<file path="src/hw/rtl/ssim_ram.sv">
// Single-port-write, single-port-read synchronous RAM with registered read data.
module ssim_ram #(
   parameter int DEPTH = 256,
   parameter int WIDTH = 8,
   localparam int AW = $clog2(DEPTH)
) (
   input  logic             clock,
   input  logic             wr_en,
   input  logic [AW-1:0]    wr_addr,
   input  logic [WIDTH-1:0] wr_data,
   input  logic [AW-1:0]    rd_addr,
   output logic [WIDTH-1:0] rd_data
);

   logic [WIDTH-1:0] mem [DEPTH];

   always_ff @(posedge clock) begin
      if (wr_en) begin
         mem[wr_addr] <= wr_data;
      end
   end

   always_ff @(posedge clock) begin
      rd_data <= mem[rd_addr];
   end

endmodule

</file>
<file path="config.mk">
export PLATFORM = sky130hd
export DESIGN_NAME = ssim_ram
export DESIGN_NICKNAME = d
export VERILOG_FILES = /design/src/hw/rtl/ssim_ram.sv
export SDC_FILE = /design/constraint.sdc
export NUM_CORES = 2
export LEC_CHECK = 0
export BUFFER_PORTS_ARGS = -buffer_cell sky130_fd_sc_hd__buf_2
export CORE_ASPECT_RATIO = 1.1
export CORE_UTILIZATION = 40
export DETAILED_ROUTE_END_ITERATION = 8
export PLACE_DENSITY = 0.65
export REMOVE_ABC_BUFFERS = 1
export SYNTH_ARGS = -nofsm -noshare
export SYNTH_HDL_FRONTEND = slang
export SYNTH_SLANG_ARGS = --single-unit
</file>
<file path="constraint.sdc">
create_clock -name clock -period 4.9 [get_ports clock]
set_input_delay 1.225 -clock clock [delete_from_list [all_inputs] [get_ports clock]]
set_output_delay 1.225 -clock clock [all_outputs]
set_load 0.01 [all_outputs]
</file>
# Word-level counts from Yosys, hierarchy flattened
# Memory sizes are Yosys's and may differ from the RTL's. A register that Yosys moved wholly into a read port is not among the register bits.
# Index checks and enable logic that the tools add are counted.
# totals
register_bits	0
ram_bits	2048
input_bits	26
out_inout_bits	8
elab_cells	3
mem_count	1
# memory_table
name	words	width	read_ports	rd_clocked_by_memory_dff	write_ports	line	source
mem	256	8	1	1	1	15	logic [WIDTH-1:0] mem [DEPTH];
# classes
muxes	2
# op_table
cell	count
1-bit 2-to-1 mux	2

# Depth between registers and ports, before layout
# logic_depth
word_depth	2
ltp_mapped	11
depth_no_buf	6

# Least setup slack after synthesis
# No wires, ideal clock.
# synth_timing
path_kind	input port to flip-flop
start	input port rd_addr[0]
end	register rd_data[2] (read register of mem)
setup_time_ps	131
t_arrival_ps	3032
t_required_ps	4769
slack_ps	1737
cell_stages	9
cell_sequence	buf_6 > buf_12 > buf_8 > buf_2 > mux4_2 > a22oi_1 > a21oi_1 > nor4_1 > nor4_2
# synth_lines
item	line	source
start, declared	11	input logic [AW-1:0] rd_addr,
end, declared	12	output logic [WIDTH-1:0] rd_data

==> impl_metrics.ini <==
[logic_synthesis]
avgSynthCellArea_um2 = 21.31
synth_top_family_by_area = multiplexers
ys_ff_latch = 2056
ys.flop_type = edfxtp_1
ys_top_cells_by_area = edfxtp_1 77%, mux4_2 13%, mux2i_1 1.7%, nor2_1 1.3%, a22oi_1 1.3%
yosys.area.top_type = edfxtp_1
synthCells = 3733
yosys_warnings = 0
netlist_area_um2 = 79560
synth_compound_area_share_pct = 3.419
yosys.area_share.simple_pct = 2.628
synth_edf_count = 2048
synthArstFlopShare_pct = 0
synth_mux_area_share_pct = 14.62
yosysUniqueCellTypes = 55
synth_fa_ha_area_share_pct = 0
synthXorXnorAreaFrac_pct = 0
ys_seq_area_share_pct = 77.50
synth_top_area_share_pct = 77.30

[placed_design]
port_buffers = 33
placed_cells = 6362
dp_hpwl_um = 121100
detailedPlace.worstSlack_ps = 218.8
place_congestion = 0.8595

[drt]
dr.pass1.iters = 6
vias_per_cell = 5.813
route.detailed.drc = 0
routedWlPerCell_um = 29.24
final_antenna_net_count = 0
drtIter0Drc = 4635
vias = 39010
routed_wl_um = 196200

[layout]
finalNonFillerCells = 6710
fill_cells = 16220
drive_gt1_share_pct = 24.31
multi_input_area_um2 = 16490
area_growth_syn_to_layout_pct = 12.94
seq_area_um2 = 61660
fin_nets = 3985

[clock_tree]
clock-sinks = 2056
root_buffer = clkbuf_16
cts_setup_buffers = 0
clk_latency_ps = 840
cts_resized = 0
htree_levels = 4
cts-buffers-inserted = 190
clk_pin_slew_ps = 60
cts_tree = built
ctsLongestPathBuffers = 3
hold_buffers = 0

[timing]
final.setup.tns_ps = 0
fmax_mhz = 268.8
fin_worst_skew_ps = 41.96
fin_crit_ps = 3721
setup_violations = 0
fin_crit_sh_pct = 75.94
setup_ws_ps = 1179
rsz0062_at_grt = no
max_slew_margin_pct = 16.09
hold_violations = 0
maxSlewViolCount = 0
tightest_slew_ps = 1259

[power_and_ir_drop]
cell_internal_pwr_w = 0.02789
combPwrFrac_pct = 5.0
ir_drop_uv = 325.2
power_leakage_nw = 27.65
seqPwrFrac_pct = 54.7
power_density_nw_per_um2 = 395.4
p_clk_share_pct = 40.3
fin_total_pwr_w = 0.03553
p_switching_w = 0.007637
netSwitchingFraction_pct = 21.50

[critical_path]
start_kind = input pin
worstSetupEndpointType = flip-flop
cp_max_fo = 19
crit_type = in -> reg
r2r_cells = 7
cp.required_ps = 5580
crit_arrival_ps = 4400

[floorplan]
die_x_um = 427.2
dieArea_um2 = 200700
io_pins = 34
start_util_pct = 40.29
rows = 171
fp.dieH_um = 469.7
core_area_um2 = 197500

[global_routing]
overflow = 0
grt.total_usage_pct = 19.55
grt_max_degree = 149
grt_pass1_vias = 39230
antenna_found_initial = 12
grt_pass1_wl_um = 283500

[hold_path]
hp-class = in -> reg
hold_depth = 1

[flow_run]
cap_violations = 0

[status]
outcome = finished, final reports clean
==> sequential cells by signal (all words and copies together), names as in the netlist <==
name     count
mem       2048
rd_data      8
==> cells by family after synthesis <==
family,count (synthesis)
muxes,591
buffers and inverters,235
and+or+nand+nor,466
DFF,2056
AOI/OAI and AO/OA,385
==> final timing paths <==
path                                    end        from  slack, ps
worst max-delay path             rd_data[0]  rd_addr[2]       1180
worst min-delay path            mem[157][5]  wr_data[5]        830
worst max register to register   rd_data[3]  mem[27][3]       1960
worst min register to register   rd_data[5]  mem[33][5]       1130
==> cell type report <==
cell class,count,area share (%)
Antenna cell,5,0.01393
Multi-Input combinational cell,1442,18.35
Clock buffer,239,5.542
Tap cell,2595,3.614
Inverter,2,0.008355
Timing Repair Buffer,267,2.752
Sequential cell,2056,68.62
Clock inverter,104,1.097
==> per-stage QoR <==
step	hold WS (ps)	util [%]	cell area [um2]
5_1_grt	811.2	45.50	89850
6_report	829.5	45.50	89850
2_1_floorplan	763.0	-	78110
4_1_cts	782.3	45.49	89840
3_3_place_gp	1088	42.47	83870
3_5_place_dp	1091	42.47	83870
==> cells in the mapped netlist (8+ instances only) <==
| master | n |
|---|---|
| a22o_1 | 8 |
| buf_1 | 22 |
| dfxtp_1 | 8 |
| nand2b_1 | 8 |
| edfxtp_1 | 2048 |
| o22ai_1 | 28 |
| a221oi_1 | 13 |
| nor3_1 | 22 |
| buf_6 | 21 |
| buf_8 | 13 |
| a21oi_1 | 96 |
| nand4_1 | 10 |
| buf_12 | 8 |
| buf_2 | 31 |
| nand3_1 | 34 |
| a22oi_1 | 133 |
| nor2b_1 | 31 |
| o21ai_0 | 10 |
| mux2i_1 | 134 |
| o211ai_1 | 10 |
| nand2_1 | 33 |
| a211oi_1 | 16 |
| clkbuf_1 | 111 |
| nor2_1 | 282 |
| mux4_2 | 454 |
| buf_4 | 27 |
| o221ai_1 | 46 |
| nor4_1 | 24 |
==> cells in the final DEF, fill, tap and decap left out, types with 5 or more instances in the layout <==
cell type / netlist / routed
a211oi_1: 16 / 16
mux4_2: 454 / 454
nor3_1: 22 / 22
dfxtp_1: 8 / 8
clkbuf_8: 0 / 6
nand2_1: 33 / 33
nor2b_1: 31 / 28
o211ai_1: 10 / 10
o22ai_1: 28 / 28
clkinv_1: 1 / 41
and2_1: 6 / 6
o21ai_0: 10 / 10
a22o_1: 8 / 8
a22oi_1: 133 / 133
nor2_1: 282 / 279
buf_12: 8 / 36
o22a_1: 5 / 5
buf_8: 13 / 6
diode_2: 0 / 5
o221ai_1: 46 / 46
nand4_1: 10 / 10
edfxtp_1: 2048 / 2048
nand2b_1: 8 / 8
buf_2: 31 / 21
a221oi_1: 13 / 13
clkinv_8: 0 / 6
buf_4: 27 / 200
clkinvlp_4: 0 / 9
clkinv_2: 0 / 27
nor4_1: 24 / 24
a21oi_1: 96 / 96
mux2i_1: 134 / 134
clkbuf_1: 111 / 46
nand3_1: 34 / 32
clkbuf_16: 0 / 191
bufinv_16: 0 / 12
==> critical path, stage by stage <==
cell and delay (ps):
buf_4 320, buf_4 410, buf_4 320, mux4_2 340, nor2b_1 150, a211oi_1 340, nor2_1 150, nor4_1 810
buf_4 240, nor4_2 40
==> layer usage <==
layer,share of wire (%),up-vias,GRT usage [%]
met2,49,1752,31.24
met1,39,20760,26.78
met5,0.025,-,0
li1,-,16140,-
met3,7.8,343,3.505
met4,3.7,8,7.271
==> power by group through the flow <==
stage                     registers, W  logic, W  clock network (W)
after floorplan                 0.0198  0.000680                  0
final                           0.0194   0.00177             0.0143
after detailed placement        0.0198   0.00178                  0
after CTS                       0.0194   0.00178             0.0145
after global routing            0.0194   0.00186             0.0151
after global placement          0.0198   0.00176                  0
(Power assumes the default switching activity.)
