## config.mk

```make
export PLATFORM = sky130hd
export DESIGN_NAME = ssim_offset
export DESIGN_NICKNAME = d
export VERILOG_FILES = /design/src/hw/rtl/ssim_pkg.sv /design/src/hw/rtl/ssim_offset.sv
export SDC_FILE = /design/constraint.sdc
export NUM_CORES = 1
export LEC_CHECK = 0
export BUFFER_PORTS_ARGS = -buffer_cell sky130_fd_sc_hd__buf_4
export CAP_MARGIN = 25
export CORE_MARGIN = 2
export CORE_UTILIZATION = 55
export CTS_CLUSTER_DIAMETER = 100
export DETAILED_ROUTE_END_ITERATION = 8
export GPL_TIMING_DRIVEN = 0
export PLACE_DENSITY = 0.72
export SLEW_MARGIN = 25
export SYNTH_ARGS = -nofsm -noshare
export SYNTH_HDL_FRONTEND = slang
export SYNTH_SLANG_ARGS = --single-unit
```

## constraint.sdc

```tcl
create_clock -name clock -period 5.4 [get_ports clock]
set_input_delay 0.54 -clock clock [delete_from_list [all_inputs] [get_ports clock]]
set_output_delay 0.54 -clock clock [all_outputs]
set_load 0.02 [all_outputs]
```

## src/hw/rtl/ssim_pkg.sv

```systemverilog
// Shared widths, codes and types of the sparse set index manager.
package ssim_pkg;

   localparam int CMD_W     = 2;
   localparam int ID_W      = 11;
   localparam int CS_W      = 13;
   localparam int ST_W      = 2;
   localparam int SLOT_W    = 8;
   localparam int OFF_W     = 20;
   localparam int CNT_OUT_W = 9;

   localparam int DEF_MAX_ENTITIES = 1024;
   localparam int DEF_MAX_SLOTS    = 256;

   localparam logic [31:0] OFF_MAX = 32'h000F_FFFF;

   localparam logic [CS_W-1:0] COMP_SIZE_RESET = 13'd1;

   typedef logic [CMD_W-1:0]     cmd_type;
   typedef logic [ID_W-1:0]      entity_id_type;
   typedef logic [CS_W-1:0]      comp_size_type;
   typedef logic [ST_W-1:0]      status_type;
   typedef logic [SLOT_W-1:0]    slot_type;
   typedef logic [OFF_W-1:0]     offset_type;
   typedef logic [CNT_OUT_W-1:0] count_type;

   localparam cmd_type CMD_INSERT = 2'd0;
   localparam cmd_type CMD_DELETE = 2'd1;
   localparam cmd_type CMD_LOOKUP = 2'd2;
   localparam cmd_type CMD_CLEAR  = 2'd3;

   localparam status_type ST_OK       = 2'd0;
   localparam status_type ST_CONFLICT = 2'd1;
   localparam status_type ST_FULL     = 2'd2;
   localparam status_type ST_BAD_ID   = 2'd3;

endpackage

```

## src/hw/rtl/ssim_offset.sv

```systemverilog
// Byte offset unit: registered slot times component size, saturated to the offset width.
module ssim_offset #(
   parameter int SIDX_W = 8
) (
   input  logic                   clock,
   input  logic                   load,
   input  logic [SIDX_W-1:0]      slot,
   input  ssim_pkg::comp_size_type comp_size,
   output ssim_pkg::offset_type    offset
);

   import ssim_pkg::*;

   localparam int PROD_W = SIDX_W + CS_W;

   logic [PROD_W-1:0] product_ff;
   logic [PROD_W-1:0] product_in;
   logic [31:0]       product_ext;

   assign product_in  = PROD_W'(slot) * PROD_W'(comp_size);
   assign product_ext = 32'(product_ff);

   always_ff @(posedge clock) begin
      if (load) begin
         product_ff <= product_in;
      end
   end

   // saturate at the top of the offset range
   always_comb begin
      if (product_ext > OFF_MAX) begin
         offset = OFF_MAX[OFF_W-1:0];
      end else begin
         offset = product_ext[OFF_W-1:0];
      end
   end

endmodule

```

Word level (Yosys, flattened, before mapping)
Index checks and enable logic that the tools add are counted.
{"block": "classes", "mux": 1, "n_bitwise": 0, "multipliers": 1, "div_mod_pow": 0, "shift": 0, "reduce_logical": 0, "addsub": 0, "n_lt_le_gt_ge": 1, "n_eq_ne": 0}
{"op": "> comparator 21 x 20 -> 1 bit (second input constant)", "count": 1}
{"op": "multiplier 8 x 13 -> 21 bit", "count": 1}
{"op": "two-way mux 20 bit", "count": 1}
{"block": "totals", "reg_bits": 21, "input_bits": 23, "ram_bits": 0, "latch_bits": 0, "mem_count": 0, "wordCells": 4, "mem_bits_ro": 0, "output_inout_bits": 20}

Logic depth before layout (Yosys ltp)
Gate-level depths: netlist of the first run.
{"block": "logic_depth", "depth_word": 2, "depth_mapped": 17, "ltp_nobuf": 16}

Worst setup path before layout of the first run
No wires, ideal clock.
{"block": "synth_timing", "kind": "input to register", "start": "input port slot[6]", "end": "register product_ff[16], data pin", "setup_time_ps": 265, "required_time_ps": 5135, "slack_ps": 661, "arrival_ps": 4474, "path_stages": 14, "cell_sequence": "clkbuf_1 and2_1 fa_1 fa_1 fa_1 inv_1 fa_1 inv_1 ha_1 a2111o_1 o21ai_2 o21ai_0 o21a_1 xor2_1"}
{"block": "synth_via", "elab_chain_cells": 1}
{"element": "start, declared", "line_no": "ssim_offset.sv:7", "rtl": "input logic [SIDX_W-1:0] slot,"}
{"element": "multiplier 8 x 13 -> 21 bit", "line_no": "ssim_offset.sv:20", "rtl": "assign product_in = PROD_W'(slot) * PROD_W'(comp_size);"}
{"element": "via product_in[16]", "line_no": "ssim_offset.sv:17", "rtl": "logic [PROD_W-1:0] product_in;"}
{"element": "end signal, assigned", "line_no": "ssim_offset.sv:25", "rtl": "product_ff <= product_in;"}
{"element": "end, declared", "line_no": "ssim_offset.sv:16", "rtl": "logic [PROD_W-1:0] product_ff;"}
The timed path passes the listed nets, and every way through them passes these cells.
A chain may end at the register's enable or synchronous reset.

Worst setup path after layout of the first run
{"block": "layout_timing", "start": "input port slot[6]", "end": "register product_ff[20], data pin"}
Same word-level chain as after synthesis.

==> results of run 1 <==
worst paths after layout:
path / start / endpoint
worst max-delay path: slot[6] / product_ff[20]
worst min-delay path: slot[0] / product_ff[0]
power breakdown:
group	leakage (nW)	internal (W)	switching [W]	total, W
sequential	0.205	0.000309	0.0000132	0.000322
combinational	2.01	0.000638	0.000836	0.00147
clock	0.0255	0.0000513	0.0000492	0.000101
total	2.24	0.000998	0.000898	0.00190
cell families (layout without fill, tap and decap cells):
family | Yosys count | in the layout | share of synthesized area
simple gates | 161 | 161 | 0.211
flops | 21 | 21 | 0.152
fa+ha+maj | 107 | 107 | 0.442
buf+inv | 92 | 138 | 0.0851
mux | 1 | 1 | 0.00241
compound gates | 49 | 49 | 0.0842
xor+xnor | 11 | 11 | 0.0232
layer usage:
layer	vias to the layer above	share of wire	global-route usage
met3	12	0.037	0.0259
li1	1485	-	-
met2	67	0.52	0.377
met4	0	0.014	0.0518
met1	1547	0.42	0.295
met5	-	0	0
worst max-delay path, delay by kind of cell:
| family | cells | cell delay (ns) |
|---|---|---|
| AOI/OAI and AO/OA | 6 | 1.39 |
| adders and majority gates | 5 | 2.42 |
| and+or+nand+nor | 1 | 0.23 |
| buffers and inverters | 4 | 0.56 |
cell usage in the layout, fill, tap and decap left out, types with 4 or more instances in the layout:
cell,synthesis,layout
inv_1,80,80
and2_1,77,77
fa_1,66,66
buf_4,0,42
ha_1,41,41
nand2_1,38,38
edfxtp_1,21,21
or2_2,20,20
nor2_1,15,15
clkbuf_1,11,11
a21oi_1,11,11
xnor2_1,10,10
o21ai_0,8,8
a21o_1,4,4
o21a_1,4,4
stage by stage:
stage               setup WS [ns]  hold slack, ns  std cells  total power, W  area (um2)
global placement            0.126           0.914        583         0.00176        4590
global route               0.0423           0.639        587         0.00212        4630
floorplan                   0.661           0.652        442         0.00145        4150
detailed placement         0.0279           0.906        583         0.00180        4590
finish                      0.324           0.630        587         0.00190        4630
CTS                         0.295           0.636        587         0.00191        4630
layout make-up:
class                           count  share of cell area
Multi-Input combinational cell    329               0.683
Sequential cell                    21               0.136
Timing Repair Buffer               42              0.0681
Inverter                           80              0.0648
Tap cell                           99              0.0267
Buffer                             12              0.0113
Clock buffer                        3             0.00891
Clock inverter                      1             0.00108
==> metrics.md, run 1 <==
| Metric | Value |
|---|---|
| TritonRoute pass-1 iters | 4 |
| Crit path DAT | 5.16 ns |
| Post-synth top area share | 0.319 |
| Worst-path clk slew | 0.07 ns |
| Final core utilization | 0.635 |
| Crit Path Class | in -> reg |
| DRC viols | 0 |
| Die Y | 90.8 um |
| DRT iter0 DRCs | 106 |
| Max-cap violations | 0 |
| Unrepaired setup endpoints after global routing | no |
| Pin count of the biggest net entering global routing | 22 |
| Main area contributors after synthesis | fa_1 32%, edfxtp_1 15%, ha_1 12%, and2_1 12%, inv_1 7.2% |
| First-pass GRT wire length | 14,600 um |
| Hold Fails Final Rpt | 0 |
| Initial antenna violation count | 0 |
| Max Freq | roughly 0.2 GHz |
| Static leakage | 2.24 nW |
| Total congestion overflow | 0 |
| Hold Path Depth | 2 |
| Slowest cell on the critical path | fa_1 |
| Yosys warnings | 0 |
| Num CTS Buffers | 3 |
| Layout cells sized above 1 | 0.143 |
| Top FF cell, synth | edfxtp_1 |
| Vias per std cell | 5.30 |
| Max-slew headroom | 0.687 |
| Syn Std Cell Area | just over 0.004 mm2 |
| Vias in the first global route | 3,221 |
| Detailed Place HPWL | 7000 um |
| Area occupied by multi-input gates | 0.00316 mm2 |
| Syn Inst Count | between 400 and 500 |
| Cell Pwr Density | 409 mW/mm2 |
| EDFF count, synth | 21 |
| Post-synthesis sequential area ratio | 0.152 |
| WL/cell | roughly 14 um |
| Routed Wire Length | roughly 8400 um |
| Mean Syn Cell Area | 9.38 um2 |
| Clk root buf | clkbuf_8 |
| Num rows | 31 |
| Synth top cells by count | 80 x inv_1, 77 x and2_1, 66 x fa_1 |
| Post-CTS setup repair buffer count | 0 |
| Core Area | 0.00729 mm2 |
| Largest stage delay on the critical path | 0.55 ns |
| Startpoint types | input pin |
| Largest registers | product_ff: 21 flops |
| GRT Util Overall | 0.218 |
| I/O pin count | 43 |
| Crit Path Max Fanout | 10 |
| Worst-margin pin slew | 0.465 ns |
| Biggest register | product_ff |
| Finish-stage setup viols | 0 |
| CTS tree | built |
| Starting Density | 0.569 |
| Number of flip-flops in the largest register | 21 |
| CTS resizes | 0 |
| Crit end category | register |
| CTS sink count | 21 |
| Hold Buf Count CTS | 0 |
| Period minus WS final | between 5 and 6 ns |
| Most common cell in the netlist | inv_1 |
| Seq. cell area | 631 um2 |
| Outcome | finished clean |
| P&R area growth vs syn | 11.7% |
| Total Negative Setup Slacks | 0 ns |
| Seq cells post-synth | 21 |
| Max IR drop VDD | 0.253 mV |
| Max H-tree Level | 1 |
| # diodes | 0 |
| CP Data Required Time | 5.48 ns |
| Distinct cells, synth | 40 |
| CP cell instances | buf_4 > clkbuf_1 > and2_1 > fa_1 > fa_1 > fa_1 > inv_1 > fa_1 > inv_1 > ha_1 > a2111oi_0 > a21oi_1 > o21ai_2 > o21ai_0 > o21a_1 > a211oi_2 |
| Synth Net Count | about 570 |
| Final Max Tran Viols | 0 |
| Critical path's most frequent cell | fa_1 |
| Hold Path Class | in -> reg |
| GP Congestion | between 0.8 and 0.9 |
| Final net count | around 620 |
| Leading area contributor after synthesis | fa_1 |
| FILL cells | 639 |
| Die width | about 91 um |
| Async SR Flop Fraction | 0 |
| Vias | 3,111 |
| Clock tree buffer depth | 2 |
| Die area | 0.00825 mm2 |
| Tcrit/Tclk final | 0.940 |
| Antenna-violating nets left | 0 |
| Port bufs | 42 |
No activity file was read; power rests on OpenSTA's default activity.
==> inputs of run 2 (changes only) <==
--- a/config.mk
+++ b/config.mk
@@ -8,11 +8,11 @@
 export BUFFER_PORTS_ARGS = -buffer_cell sky130_fd_sc_hd__buf_4
 export CAP_MARGIN = 25
 export CORE_MARGIN = 2
-export CORE_UTILIZATION = 55
+export CORE_UTILIZATION = 46
 export CTS_CLUSTER_DIAMETER = 100
 export DETAILED_ROUTE_END_ITERATION = 8
 export GPL_TIMING_DRIVEN = 0
-export PLACE_DENSITY = 0.72
+export PLACE_DENSITY = 0.62
 export SLEW_MARGIN = 25
 export SYNTH_ARGS = -nofsm -noshare
 export SYNTH_HDL_FRONTEND = slang
==> run 2 against run 1 <==
Net effect: count of clock-buffer cells in the layout is 1 higher; power down 0.58%; die area grew 19%; setup slack better by 0.051 ns; clock power hardly changed; combinational power about the same; critical endpoint unchanged.
==> metrics.md, run 2 (synthesis results as in run 1) <==
| Metric | Value |
|---|---|
| Number of flip-flops in the largest register | 21 (unchanged) |
| Num CTS Buffers | 3 (unchanged) |
| Die area | 0.00979 mm2 (+19%) |
| Initial antenna violation count | 0 (unchanged) |
| Cell Pwr Density | 407 mW/mm2 (-0.55%) |
| Hold Path Class | in -> reg |
| Routed Wire Length | 8720 um (+3.9%) |
| Pin count of the biggest net entering global routing | 22 (unchanged) |
| Port bufs | 42 (unchanged) |
| Largest stage delay on the critical path | 0.55 ns (about the same) |
| FILL cells | 829 (+30%) |
| Total Negative Setup Slacks | 0 ns (unchanged) |
| Unrepaired setup endpoints after global routing | no |
| Max H-tree Level | 1 (unchanged) |
| Die Y | 98.9 um (+8.9%) |
| Num rows | 34 (+9.7%) |
| CP cell instances | buf_4 > clkbuf_1 > and2_1 > fa_1 > fa_1 > fa_1 > inv_1 > fa_1 > inv_1 > ha_1 > a2111oi_0 > a21oi_1 > o21ai_2 > o21ai_0 > o21a_1 > a211oi_2 |
| Startpoint types | input pin |
| # diodes | 0 (unchanged) |
| Core Area | 0.00872 mm2 (+20%) |
| TritonRoute pass-1 iters | 5 (+1) |
| Tcrit/Tclk final | 0.931 (-0.00935) |
| CTS sink count | 21 (unchanged) |
| Crit Path Max Fanout | 10 (unchanged) |
| Detailed Place HPWL | 7290 um (+4.1%) |
| Vias per std cell | 5.13 (-3.2%) |
| Max-slew headroom | 0.660 (-0.0273) |
| Total congestion overflow | 0 (unchanged) |
| DRC viols | 0 (unchanged) |
| CTS tree | built |
| Critical path's most frequent cell | fa_1 |
| GRT Util Overall | 0.189 (-0.0293) |
| Crit Path Class | in -> reg |
| Antenna-violating nets left | 0 (unchanged) |
| Bufs and invs on worst path | 4 (unchanged) |
| Vias in the first global route | 3,144 (-2.4%) |
| Crit path DAT | 5.10 ns (-0.06 ns) |
| GP Congestion | 0.811 (-2.2%) |
| Max Freq | 0.199 GHz (+1.0%) |
| Finish-stage setup viols | 0 (unchanged) |
| Layout cells sized above 1 | 0.142 (-0.00117) |
| CP top delay family | adder cells |
| P&R area growth vs syn | 11.7% (about the same) |
| Largest registers | product_ff: 21 flops |
| Die width | 98.9 um (+8.9%) |
| Hold Fails Final Rpt | 0 (unchanged) |
| Crit end category | register |
| Final hold slack | 0.639 ns (+0.00897 ns) |
| Final Max Tran Viols | 0 (unchanged) |
| Vias | 3,043 (-2.2%) |
| CTS resizes | 0 (unchanged) |
| Max-cap violations | 0 (unchanged) |
| DRT iter0 DRCs | 85 (-20%) |
| Max IR drop VDD | 0.228 mV (-9.9%) |
| First-pass GRT wire length | 15,000 um (+2.6%) |
| Final net count | 616 (-0.48%) |
| Static leakage | 2.24 nW (-0.28%) |
| I/O pin count | 43 (unchanged) |
| Clk root buf | clkbuf_8 |
| Outcome | finished clean |
| CP Data Required Time | 5.47 ns (about the same) |
| Clock tree buffer depth | 2 (unchanged) |
| WL/cell | 14.7 um (+2.9%) |
| Worst-margin pin slew | 0.511 ns (+0.0458 ns) |
| Period minus WS final | 5.03 ns (-0.0505 ns) |
| Starting Density | 0.475 (-0.0932) |
| Most common cell after layout, fill and taps aside | inv_1 |
| Biggest register | product_ff |
| Worst-path clk slew | 0.07 ns (about the same) |
| Slowest cell on the critical path | fa_1 |
| Commonest cells after routing, fill and taps aside | 80 x inv_1, 77 x and2_1, 66 x fa_1 |
run 2: cell count changes in the layout (fill, tap and decap cells not counted), sizes merged:
| cell | previous run | this run |
|---|---|---|
| clkinv | 1 | 0 |
| clkbuf | 14 | 12 |
run 2: per-stage QoR:
step                      cell area, um2  total power [W]  std cells  worst slack (ns)  utilization
after CTS                           4640          0.00191        596             0.245        0.532
after floorplan                     4150          0.00145        442             0.661            -
after detailed placement            4600          0.00181        592           0.00679        0.527
after global placement              4600          0.00178        592            0.0802        0.527
final                               4630          0.00189        593             0.375        0.531
after global routing                4630          0.00210        593            0.0647        0.531
run 2: area by class of cell:
type                            instances  area [um2]  area share
Multi-Input combinational cell        329        3160       0.683
Sequential cell                        21         631       0.136
Timing Repair Buffer                   42         315      0.0681
Inverter                               80         300      0.0648
Tap cell                              108         135      0.0292
Clock buffer                            4        45.0     0.00973
Buffer                                  9        41.3     0.00892
run 2: routing by layer:
| metal | up-vias | track usage | wire, um |
|---|---|---|---|
| met1 | 1521 | 0.259 | 3880 |
| met5 | - | 0 | 0 |
| met4 | 0 | 0.0148 | 43 |
| met2 | 39 | 0.338 | 4650 |
| met3 | 6 | 0.0191 | 150 |
| li1 | 1477 | - | - |
run 2: path summary, 6_finish.rpt:
kind                  slack [ns]  cells past startpoint     from        endpoint
worst max-delay path        0.37                     16  slot[2]  product_ff[20]
worst min-delay path        0.64                      2  slot[0]   product_ff[0]
run 2: timing repair:
item                                    4_1_cts  5_1_grt
hold buffers                                  0        0
endpoints found under the setup margin        0        3
setup buffers                                 0        0
run 2: where the power goes:
group | internal (W) | leakage (nW) | switching, W | total [W]
Clock | 0.0000525 | 0.0228 | 0.0000474 | 0.0000999
Combinational | 0.000636 | 2.01 | 0.000829 | 0.00147
Sequential | 0.000308 | 0.205 | 0.0000116 | 0.000320
Total | 0.000997 | 2.24 | 0.000888 | 0.00189
